<file path="src/rtl/apcc_pkg.sv">
// shared types and constants for the armed pulse channel controller
`default_nettype none
package apcc_pkg;

  localparam int CHANNELS = 3;
  localparam int LEN_W = 16;
  localparam int AGE_W = 20;
  localparam int CODE_W = 14;
  localparam int REG_W = 20;

  localparam logic [LEN_W-1:0] LEN_MAX = {LEN_W{1'b1}};
  localparam logic [AGE_W-1:0] AGE_MAX = {AGE_W{1'b1}};

  // operations
  localparam logic [2:0] OP_TICK     = 3'd0;
  localparam logic [2:0] OP_ISSUE    = 3'd1;
  localparam logic [2:0] OP_CONFIRM  = 3'd2;
  localparam logic [2:0] OP_DISARM   = 3'd3;
  localparam logic [2:0] OP_FIRE     = 3'd4;
  localparam logic [2:0] OP_FIRE_ALL = 3'd5;
  localparam logic [2:0] OP_CLEAR    = 3'd6;

  // status codes
  localparam logic [3:0] ST_OK       = 4'd0;
  localparam logic [3:0] ST_DISARMED = 4'd1;
  localparam logic [3:0] ST_NO_CODE  = 4'd2;
  localparam logic [3:0] ST_EXPIRED  = 4'd3;
  localparam logic [3:0] ST_WRONG    = 4'd4;
  localparam logic [3:0] ST_DISABLED = 4'd5;
  localparam logic [3:0] ST_UNWIRED  = 4'd6;
  localparam logic [3:0] ST_BUSY     = 4'd7;
  localparam logic [3:0] ST_BAD_CH   = 4'd8;
  localparam logic [3:0] ST_ARMED    = 4'd9;

  // register indexes
  localparam logic [2:0] REG_PULSE0    = 3'd0;
  localparam logic [2:0] REG_PULSE1    = 3'd1;
  localparam logic [2:0] REG_PULSE2    = 3'd2;
  localparam logic [2:0] REG_ENABLE    = 3'd3;
  localparam logic [2:0] REG_WIRED     = 3'd4;
  localparam logic [2:0] REG_MAX_PULSE = 3'd5;
  localparam logic [2:0] REG_ARM_TIME  = 3'd6;
  localparam logic [2:0] REG_CODE_TIME = 3'd7;

  typedef struct packed {
    logic             tick;
    logic             start;
    logic             clear;
    logic [LEN_W-1:0] length;
  } chan_cmd_t;

  typedef struct packed {
    logic firing;
    logic firing_next;
    logic fired_next;
  } chan_stat_t;

  typedef struct packed {
    logic [3:0]          status;
    logic [CHANNELS-1:0] drive_mask;
    logic                rails_on;
    logic                is_armed;
    logic                code_pending;
    logic [CHANNELS-1:0] fired_mask;
    logic [CHANNELS-1:0] accepted_mask;
  } res_t;

endpackage
`default_nettype wire

</file>
<file path="src/rtl/apcc_if.sv">
// command and result channel interfaces
`default_nettype none
interface apcc_cmd_if;
  logic        valid;
  logic        ready;
  logic [2:0]  operation;
  logic [13:0] code_value;
  logic [1:0]  channel_index;
  logic [15:0] pulse_request;

  modport source (output valid, operation, code_value, channel_index, pulse_request,
                  input ready);
  modport sink (input valid, operation, code_value, channel_index, pulse_request,
                output ready);
endinterface

interface apcc_res_if;
  logic       valid;
  logic       ready;
  logic [3:0] status;
  logic [2:0] drive_mask;
  logic       rails_on;
  logic       is_armed;
  logic       code_pending;
  logic [2:0] fired_mask;
  logic [2:0] accepted_mask;

  modport source (output valid, status, drive_mask, rails_on, is_armed, code_pending,
                  fired_mask, accepted_mask, input ready);
  modport sink (input valid, status, drive_mask, rails_on, is_armed, code_pending,
                fired_mask, accepted_mask, output ready);
endinterface
`default_nettype wire

</file>
<file path="src/rtl/armed_pulse_channel_controller_unit.sv">
// top level: arming interlock, fire checks, config registers and result stage
// a result is registered, in the skid stage while the output is held;
// throughput: one command beat per cycle while the skid is empty; a result
// register plus a skid stage keep input ready high while a single finished
// result waits downstream; reset (rst, synchronous): disarmed, no code
// pending, all channels idle, registers back to their defaults, no result held
`default_nettype none
module armed_pulse_channel_controller_unit (
  input  wire logic       clk,
  input  wire logic       rst,
  apcc_cmd_if.sink        cmd,
  apcc_res_if.source      res,
  input  wire logic       wr_en,
  input  wire logic [2:0] wr_index,
  input  wire logic [apcc_pkg::REG_W-1:0] wr_data
);

  localparam int CH = apcc_pkg::CHANNELS;

  // config registers
  logic [apcc_pkg::LEN_W-1:0] pulse_len [CH];
  logic [CH-1:0]              enable_mask;
  logic [CH-1:0]              wired_mask;
  logic [apcc_pkg::LEN_W-1:0] max_pulse_len;
  logic [apcc_pkg::AGE_W-1:0] armed_timeout;
  logic [apcc_pkg::AGE_W-1:0] code_valid_time;

  // arming state
  logic                        armed, armed_next;
  logic                        pending, pending_next;
  logic [apcc_pkg::CODE_W-1:0] stored_code, stored_code_next;
  logic [apcc_pkg::AGE_W-1:0]  pending_age, pending_age_next;
  logic [apcc_pkg::AGE_W-1:0]  armed_age, armed_age_next;
  logic [apcc_pkg::AGE_W-1:0]  pending_age_inc, armed_age_inc;

  // result stage
  logic           o_valid, s_valid;
  apcc_pkg::res_t o_data, s_data, result;
  logic           accept, o_free;

  apcc_pkg::chan_cmd_t  ch_cmd  [CH];
  apcc_pkg::chan_stat_t ch_stat [CH];
  logic [CH-1:0]        firing, fire_ok, start;
  logic [3:0]           status;
  logic [3:0]           en_pad, wired_pad, firing_pad;
  logic [apcc_pkg::LEN_W-1:0] req_len [CH];

  assign cmd.ready = !s_valid;
  assign accept    = cmd.valid && cmd.ready;
  assign o_free    = !o_valid || res.ready;

  for (genvar i = 0; i < CH; i++) begin : g_ch
    apcc_channel u_ch (
      .clk  (clk),
      .rst  (rst),
      .cmd  (ch_cmd[i]),
      .stat (ch_stat[i])
    );
  end

  always_comb begin
    for (int i = 0; i < CH; i++) begin
      firing[i]  = ch_stat[i].firing;
      fire_ok[i] = armed && enable_mask[i] && wired_mask[i] && !ch_stat[i].firing;
      start[i]   = accept && fire_ok[i] &&
                   ((cmd.operation == apcc_pkg::OP_FIRE_ALL) ||
                    (cmd.operation == apcc_pkg::OP_FIRE && cmd.channel_index == 2'(i)));
      req_len[i] = (cmd.pulse_request != '0) ? cmd.pulse_request : pulse_len[i];
      if (req_len[i] > max_pulse_len) begin
        req_len[i] = max_pulse_len;
      end
      ch_cmd[i].tick   = accept && (cmd.operation == apcc_pkg::OP_TICK);
      ch_cmd[i].start  = start[i];
      ch_cmd[i].clear  = accept && (cmd.operation == apcc_pkg::OP_CLEAR);
      ch_cmd[i].length = req_len[i];
    end
  end

  assign en_pad     = 4'(enable_mask);
  assign wired_pad  = 4'(wired_mask);
  assign firing_pad = 4'(firing);

  always_comb begin
    pending_age_inc  = (pending_age == apcc_pkg::AGE_MAX) ? pending_age : pending_age + 1'b1;
    armed_age_inc    = (armed_age == apcc_pkg::AGE_MAX) ? armed_age : armed_age + 1'b1;
    armed_next       = armed;
    pending_next     = pending;
    stored_code_next = stored_code;
    pending_age_next = pending_age;
    armed_age_next   = armed_age;
    status           = apcc_pkg::ST_OK;
    case (cmd.operation)
      apcc_pkg::OP_TICK: begin
        if (pending) begin
          pending_age_next = pending_age_inc;
        end
        if (armed) begin
          armed_age_next = armed_age_inc;
          if (armed_age_inc > armed_timeout) begin
            armed_next   = 1'b0;
            pending_next = 1'b0;
          end
        end
      end
      apcc_pkg::OP_ISSUE: begin
        if (armed) begin
          status = apcc_pkg::ST_ARMED;
        end else begin
          stored_code_next = cmd.code_value;
          pending_next     = 1'b1;
          pending_age_next = '0;
        end
      end
      apcc_pkg::OP_CONFIRM: begin
        if (armed) begin
          status = apcc_pkg::ST_ARMED;
        end else if (!pending) begin
          status = apcc_pkg::ST_NO_CODE;
        end else if (pending_age > code_valid_time) begin
          status       = apcc_pkg::ST_EXPIRED;
          pending_next = 1'b0;
        end else if (cmd.code_value != stored_code) begin
          status = apcc_pkg::ST_WRONG;
        end else begin
          pending_next   = 1'b0;
          armed_next     = 1'b1;
          armed_age_next = '0;
        end
      end
      apcc_pkg::OP_DISARM: begin
        armed_next   = 1'b0;
        pending_next = 1'b0;
      end
      apcc_pkg::OP_FIRE: begin
        if (!armed) begin
          status = apcc_pkg::ST_DISARMED;
        end else if (cmd.channel_index >= 2'(CH)) begin
          status = apcc_pkg::ST_BAD_CH;
        end else if (!en_pad[cmd.channel_index]) begin
          status = apcc_pkg::ST_DISABLED;
        end else if (!wired_pad[cmd.channel_index]) begin
          status = apcc_pkg::ST_UNWIRED;
        end else if (firing_pad[cmd.channel_index]) begin
          status = apcc_pkg::ST_BUSY;
        end
      end
      default: begin
      end
    endcase
  end

  always_comb begin
    result.status        = status;
    result.rails_on      = armed_next;
    result.is_armed      = armed_next;
    result.code_pending  = pending_next;
    result.accepted_mask = start;
    for (int i = 0; i < CH; i++) begin
      result.drive_mask[i] = ch_stat[i].firing_next;
      result.fired_mask[i] = ch_stat[i].fired_next;
    end
  end

  // control state
  always_ff @(posedge clk) begin
    if (rst) begin
      armed   <= 1'b0;
      pending <= 1'b0;
    end else if (accept) begin
      armed   <= armed_next;
      pending <= pending_next;
    end
  end

  always_ff @(posedge clk) begin
    if (accept) begin
      stored_code <= stored_code_next;
      pending_age <= pending_age_next;
      armed_age   <= armed_age_next;
    end
  end

  // config writes; channel settings locked while armed
  always_ff @(posedge clk) begin
    if (rst) begin
      pulse_len[0]    <= 16'd75;
      pulse_len[1]    <= 16'd75;
      pulse_len[2]    <= 16'd100;
      enable_mask     <= '1;
      wired_mask      <= '1;
      max_pulse_len   <= 16'd5000;
      armed_timeout   <= 20'd90000;
      code_valid_time <= 20'd10000;
    end else if (wr_en) begin
      case (wr_index)
        apcc_pkg::REG_PULSE0:    if (!armed) pulse_len[0] <= wr_data[15:0];
        apcc_pkg::REG_PULSE1:    if (!armed) pulse_len[1] <= wr_data[15:0];
        apcc_pkg::REG_PULSE2:    if (!armed) pulse_len[2] <= wr_data[15:0];
        apcc_pkg::REG_ENABLE:    if (!armed) enable_mask <= wr_data[CH-1:0];
        apcc_pkg::REG_WIRED:     if (!armed) wired_mask <= wr_data[CH-1:0];
        apcc_pkg::REG_MAX_PULSE: max_pulse_len <= wr_data[15:0];
        apcc_pkg::REG_ARM_TIME:  armed_timeout <= wr_data;
        apcc_pkg::REG_CODE_TIME: code_valid_time <= wr_data;
        default: begin
        end
      endcase
    end
  end

  // result register and skid
  always_ff @(posedge clk) begin
    if (rst) begin
      o_valid <= 1'b0;
      s_valid <= 1'b0;
    end else if (o_free) begin
      o_valid <= s_valid || accept;
      s_valid <= 1'b0;
    end else if (accept) begin
      s_valid <= 1'b1;
    end
  end

  always_ff @(posedge clk) begin
    if (o_free) begin
      o_data <= s_valid ? s_data : result;
    end else if (accept) begin
      s_data <= result;
    end
  end

  assign res.valid         = o_valid;
  assign res.status        = o_data.status;
  assign res.drive_mask    = o_data.drive_mask;
  assign res.rails_on      = o_data.rails_on;
  assign res.is_armed      = o_data.is_armed;
  assign res.code_pending  = o_data.code_pending;
  assign res.fired_mask    = o_data.fired_mask;
  assign res.accepted_mask = o_data.accepted_mask;

`ifndef SYNTHESIS
  a_skid_behind_out: assert property (@(posedge clk) disable iff (rst)
    s_valid |-> o_valid)
    else $error("skid beat held with no output beat");

  a_never_armed_and_pending: assert property (@(posedge clk) disable iff (rst)
    !(armed && pending))
    else $error("armed with a code still pending");

  a_accept_ok: assert property (@(posedge clk) disable iff (rst)
    (o_valid && o_data.accepted_mask != '0) |-> (o_data.status == apcc_pkg::ST_OK))
    else $error("channel started with a failing status");

  a_started_drives: assert property (@(posedge clk) disable iff (rst)
    o_valid |-> ((o_data.accepted_mask & ~o_data.drive_mask) == '0))
    else $error("started channel not driven");

  a_start_needs_arm: assert property (@(posedge clk) disable iff (rst)
    (start != '0) |=> armed)
    else $error("pulse started while disarmed");
`endif

endmodule
`default_nettype wire

</file>
<file path="src/rtl/apcc_channel.sv">
// one pulse channel: firing flag, elapsed counter, length register, fired latch
`default_nettype none
module apcc_channel (
  input  wire logic               clk,
  input  wire logic               rst,
  input  wire apcc_pkg::chan_cmd_t cmd,
  output apcc_pkg::chan_stat_t    stat
);

  logic                       firing;
  logic                       fired;
  logic [apcc_pkg::LEN_W-1:0] elapsed;
  logic [apcc_pkg::LEN_W-1:0] length;
  logic [apcc_pkg::LEN_W-1:0] elapsed_inc;
  logic                       release_now;
  logic                       firing_next;
  logic                       fired_next;

  always_comb begin
    elapsed_inc = (elapsed == apcc_pkg::LEN_MAX) ? elapsed : elapsed + 1'b1;
    release_now = cmd.tick && firing && (elapsed_inc >= length);
    firing_next = firing;
    fired_next  = fired;
    if (cmd.start) begin
      firing_next = 1'b1;
      fired_next  = 1'b1;
    end else if (release_now) begin
      firing_next = 1'b0;
    end
    if (cmd.clear) begin
      fired_next = 1'b0;
    end
  end

  always_ff @(posedge clk) begin
    if (rst) begin
      firing <= 1'b0;
      fired  <= 1'b0;
    end else begin
      firing <= firing_next;
      fired  <= fired_next;
    end
  end

  always_ff @(posedge clk) begin
    if (cmd.start) begin
      elapsed <= '0;
      length  <= cmd.length;
    end else if (cmd.tick && firing) begin
      elapsed <= elapsed_inc;
    end
  end

  assign stat.firing      = firing;
  assign stat.firing_next = firing_next;
  assign stat.fired_next  = fired_next;

endmodule
`default_nettype wire

</file>
<file path="src/flat_wrapper.sv">
// flat-port wrapper written by rule: the top's interface ports become plain ports
module armed_pulse_channel_controller_unit_flat 
  (clk, rst, wr_en, wr_index, wr_data, cmd_valid, cmd_operation, cmd_code_value, cmd_channel_index, cmd_pulse_request, cmd_ready, res_valid, res_status, res_drive_mask, res_rails_on, res_is_armed, res_code_pending, res_fired_mask, res_accepted_mask, res_ready);
  apcc_cmd_if cmd_i ();
  apcc_res_if res_i ();
  input  wire logic clk;
  input  wire logic rst;
  input  wire logic wr_en;
  input  wire logic [2:0] wr_index;
  input  wire logic [apcc_pkg::REG_W-1:0] wr_data;
  input wire logic [$bits(cmd_i.valid)-1:0] cmd_valid;
  input wire logic [$bits(cmd_i.operation)-1:0] cmd_operation;
  input wire logic [$bits(cmd_i.code_value)-1:0] cmd_code_value;
  input wire logic [$bits(cmd_i.channel_index)-1:0] cmd_channel_index;
  input wire logic [$bits(cmd_i.pulse_request)-1:0] cmd_pulse_request;
  output wire logic [$bits(cmd_i.ready)-1:0] cmd_ready;
  output wire logic [$bits(res_i.valid)-1:0] res_valid;
  output wire logic [$bits(res_i.status)-1:0] res_status;
  output wire logic [$bits(res_i.drive_mask)-1:0] res_drive_mask;
  output wire logic [$bits(res_i.rails_on)-1:0] res_rails_on;
  output wire logic [$bits(res_i.is_armed)-1:0] res_is_armed;
  output wire logic [$bits(res_i.code_pending)-1:0] res_code_pending;
  output wire logic [$bits(res_i.fired_mask)-1:0] res_fired_mask;
  output wire logic [$bits(res_i.accepted_mask)-1:0] res_accepted_mask;
  input wire logic [$bits(res_i.ready)-1:0] res_ready;
  assign cmd_i.valid = cmd_valid;
  assign cmd_i.operation = cmd_operation;
  assign cmd_i.code_value = cmd_code_value;
  assign cmd_i.channel_index = cmd_channel_index;
  assign cmd_i.pulse_request = cmd_pulse_request;
  assign cmd_ready = cmd_i.ready;
  assign res_valid = res_i.valid;
  assign res_status = res_i.status;
  assign res_drive_mask = res_i.drive_mask;
  assign res_rails_on = res_i.rails_on;
  assign res_is_armed = res_i.is_armed;
  assign res_code_pending = res_i.code_pending;
  assign res_fired_mask = res_i.fired_mask;
  assign res_accepted_mask = res_i.accepted_mask;
  assign res_i.ready = res_ready;
  armed_pulse_channel_controller_unit u_core (.clk(clk), .rst(rst), .cmd(cmd_i), .res(res_i), .wr_en(wr_en), .wr_index(wr_index), .wr_data(wr_data));
endmodule
</file>
<file path="config.mk">
export PLATFORM = sky130hd
export DESIGN_NAME = armed_pulse_channel_controller_unit_flat
export DESIGN_NICKNAME = d
export VERILOG_FILES = /design/src/rtl/apcc_pkg.sv /design/src/rtl/apcc_if.sv /design/src/rtl/armed_pulse_channel_controller_unit.sv /design/src/rtl/apcc_channel.sv /design/src/flat_wrapper.sv
export SDC_FILE = /design/constraint.sdc
export NUM_CORES = 1
export LEC_CHECK = 0
export ABC_AREA = 1
export BUFFER_PORTS_ARGS = -buffer_cell sky130_fd_sc_hd__buf_4
export CORE_MARGIN = 2
export CORE_UTILIZATION = 50
export CTS_BUF_LIST = sky130_fd_sc_hd__clkbuf_16
export DETAILED_ROUTE_END_ITERATION = 8
export HOLD_SLACK_MARGIN = 0.03
export PLACE_DENSITY = 0.76
export SLEW_MARGIN = 5
export SYNTH_ARGS = -nofsm -noshare
export SYNTH_HDL_FRONTEND = slang
export SYNTH_SLANG_ARGS = --single-unit
</file>
<file path="constraint.sdc">
create_clock -name clk -period 3.4 [get_ports clk]
set_clock_uncertainty 0.05 [all_clocks]
set_input_delay 0 -clock clk [delete_from_list [all_inputs] [get_ports clk]]
set_output_delay 0 -clock clk [all_outputs]
set_load 0.01 [all_outputs]
</file>
==> results.ini <==
[worst_setup_path]
r2r_slack_ps=120
critical_path_class=reg -> reg
r2r_end=u_core.res.code_pending
crit_fanout=6
start_kind=flop
required_ps=3620
rr_worst_depth=21
r2r-start=u_core.armed_age[0]
arrival_ps=3490
end_kind=flop

[routing]
wl_per_cell_um=16.0
wirelength_um=44400
antenna_left=0
via_per_inst=5.35
firstDrtPassIters=5
first_iter_violations=1109
drc=0
num_vias=14824

[timing]
tightest_slew_ps=991
drv_slew=0
max_freq_ghz=0.305
setup_violations=0
final-hold-violation-count=0
period_share=0.964
layout_min_cycle_time_ps=3280
max_slew_margin=0.339

[power]
finalPower_w=0.00875
swShare=0.267
power_density_nw_per_um2=424
clkPwrFrac=0.379
leakagePower_nw=9.58
comb_power_share=0.141
vdd_drop_max_v=0.000425
p_seq_frac=0.480
p_sw_w=0.00234
intPower_w=0.00641

[clock_tree]
cts_sinks=300
root_buffer=clkbuf_16
tritoncts=built
cts.clk_slew.worst_paths_ps=50
htreeDepth=2
cts_buffers=34
clockBufferDepth=3
clock_latency_ps=520

[logic_synthesis]
ys.flop_type=edfxtp_1
synth_edf_count=180
yosysSeqAreaShare=0.443
yosys_warnings=0
async_flop_share=0
yosys_register_bits=300
syn_nets=2340
synthCells=2136
synth_cell_types=54
syn_area_um2=17600
syn_area_per_cell_um2=8.25

[layout]
mostFrequentLayoutCell=inv_1
fin_nets=2494
diodes=0
fill_cells=2895
areaGrowthSynthToFinish_pct=17.2
drive_gt1_frac=0.120
fin_cells=2769
utilization=0.596
layout_common_cells=inv_1, nand2_1, o21ai_0, edfxtp_1, a21oi_1

[grt]
grt_usage=0.245
antenna_found_initial=0
grt_max_degree=49
grt_pass1_vias=14455
grt_pass1_wl_um=71800
grt_overflow=0

[floorplanning]
dieArea_um2=36800
die_y_um=192
core_area_um2=34600
io_pins=81
start_util=0.509
row_count=68
die_w_um=192

[placement]
dpl.hpwl_um=32300
dp_cells=2638
gp_congestion=0.948
port_buffers=80

[worst_hold_path]
holdPathStages=6
hp-start=wr_en
hold_class=in -> reg
worstHoldEndpoint=u_core.pulse_len[0][37]

[outcome]
status=finished clean

[flow_run]
drv_cap=0

-- layer usage --
| metal | vias up | global-route usage | part of all wire |
|---|---|---|---|
| met4 | 0 | 0.0988 | 0.041 |
| met1 | 6828 | 0.301 | 0.41 |
| met2 | 491 | 0.435 | 0.49 |
| met3 | 114 | 0.0307 | 0.053 |
| met5 | - | 0 | 0 |
| li1 | 7391 | - | - |
-- kinds of logic after synthesis --
family,share of synthesized area
simple gates,0.185
fa+ha+maj,0.100
xor+xnor,0.0263
buf+inv,0.102
flops,0.443
compound gates,0.144
-- metrics by stage --
step                hold WS [ps]  setup slack [ps]  cell area [um^2]  TNS, ps
floorplan                   48.9               538             17600        0
global placement             145              54.4             18700        0
detailed placement           147              12.1             18700        0
CTS                         65.0              51.4             20400        0
global route                 109             -53.9             20700    -64.0
finish                      81.9               121             20700        0
-- state kept, by name, indices dropped and copies added, names as in the netlist, 15 cells and up --
name                      count
u_core.armed_age             20
u_core.armed_timeout         20
u_core.code_valid_time       20
u_core.g_ch.u_ch.elapsed     48
u_core.g_ch.u_ch.length      48
u_core.max_pulse_len         16
u_core.pending_age           20
u_core.pulse_len             48
u_core.s_data                15
-- cells in the mapped netlist, types with 11 or more instances --
cell type	count	share of area
ha_1	141	0.10
clkbuf_1	35	0.0075
o211ai_1	49	0.021
nand4_1	29	0.010
o21ai_1	25	0.0071
edfxtp_1	180	0.31
a21oi_1	149	0.042
o21bai_1	13	0.0055
xor2_1	35	0.017
nor4_1	12	0.0043
nor2_2	14	0.0050
inv_1	384	0.082
dfxtp_1	120	0.14
buf_2	11	0.0031
nor3_1	32	0.0091
o21ai_0	184	0.052
inv_2	17	0.0036
nand3_1	66	0.019
nor2_1	139	0.030
xnor2_1	18	0.0089
nand2_1	397	0.085
-- power groups by stage --
stage          Combinational (W)  Clock (W)  Sequential [W]
6_report                 0.00123    0.00332         0.00420
5_1_grt                  0.00140    0.00350         0.00422
4_1_cts                  0.00120    0.00337         0.00418
3_5_place_dp             0.00113          0         0.00426
3_3_place_gp             0.00108          0         0.00425
2_1_floorplan           0.000777          0         0.00423
-- cell type report --
cell class | count | area, um^2 | area share
flip-flops and latches | 300 | 7820 | 0.379
clock inverters | 25 | 116 | 0.00563
clock buffers | 35 | 876 | 0.0424
repair buffers | 175 | 1500 | 0.0727
inverters | 402 | 1510 | 0.0731
well taps | 455 | 569 | 0.0276
multi-input cells | 1377 | 8260 | 0.400
-- critical path: stages, from the launching register on --
cell and delay [ps]:
edfxtp_1 390, ha_2 220, buf_4 140, nand3_1 100, nor3_2 220, nand4_1 190
xor2_2 240, nand2_2 90, ha_4 290, nand2_1 70, nor2_2 120, nand2_2 90
nor2_2 120, nand2_1 70, nand3_1 100, nand2_2 100, nand2_1 80, nand2_1 50
nand2_1 70, nand2_1 90, nand2_1 80, nand2_1 60
-- worst max path at each step --
stage,startpoint,endpoint,slack [ps]
finish,u_core.armed_age[0],u_core.res.code_pending,120
global route,u_core.armed_age[3],u_core.res.code_pending,-50
CTS,u_core.g_ch[1].u_ch.elapsed[0],u_core.res.drive_mask[1],50
detailed placement,u_core.g_ch[1].u_ch.elapsed[0],u_core.res.drive_mask[1],10
global placement,u_core.g_ch[1].u_ch.elapsed[0],u_core.res.drive_mask[1],50
floorplan,u_core.armed_age[0],u_core.res.code_pending,540
-- timing repair --
item | in CTS | in global routing
pin swaps | 0 | 9
setup buffers | 0 | 6
hold endpoints to repair | 197 | 0
hold buffers | 65 | 0
setup endpoints to repair | 1 | 12
gates resized for setup | 1 | 50
Note: power is estimated with default switching activity, not from simulation.
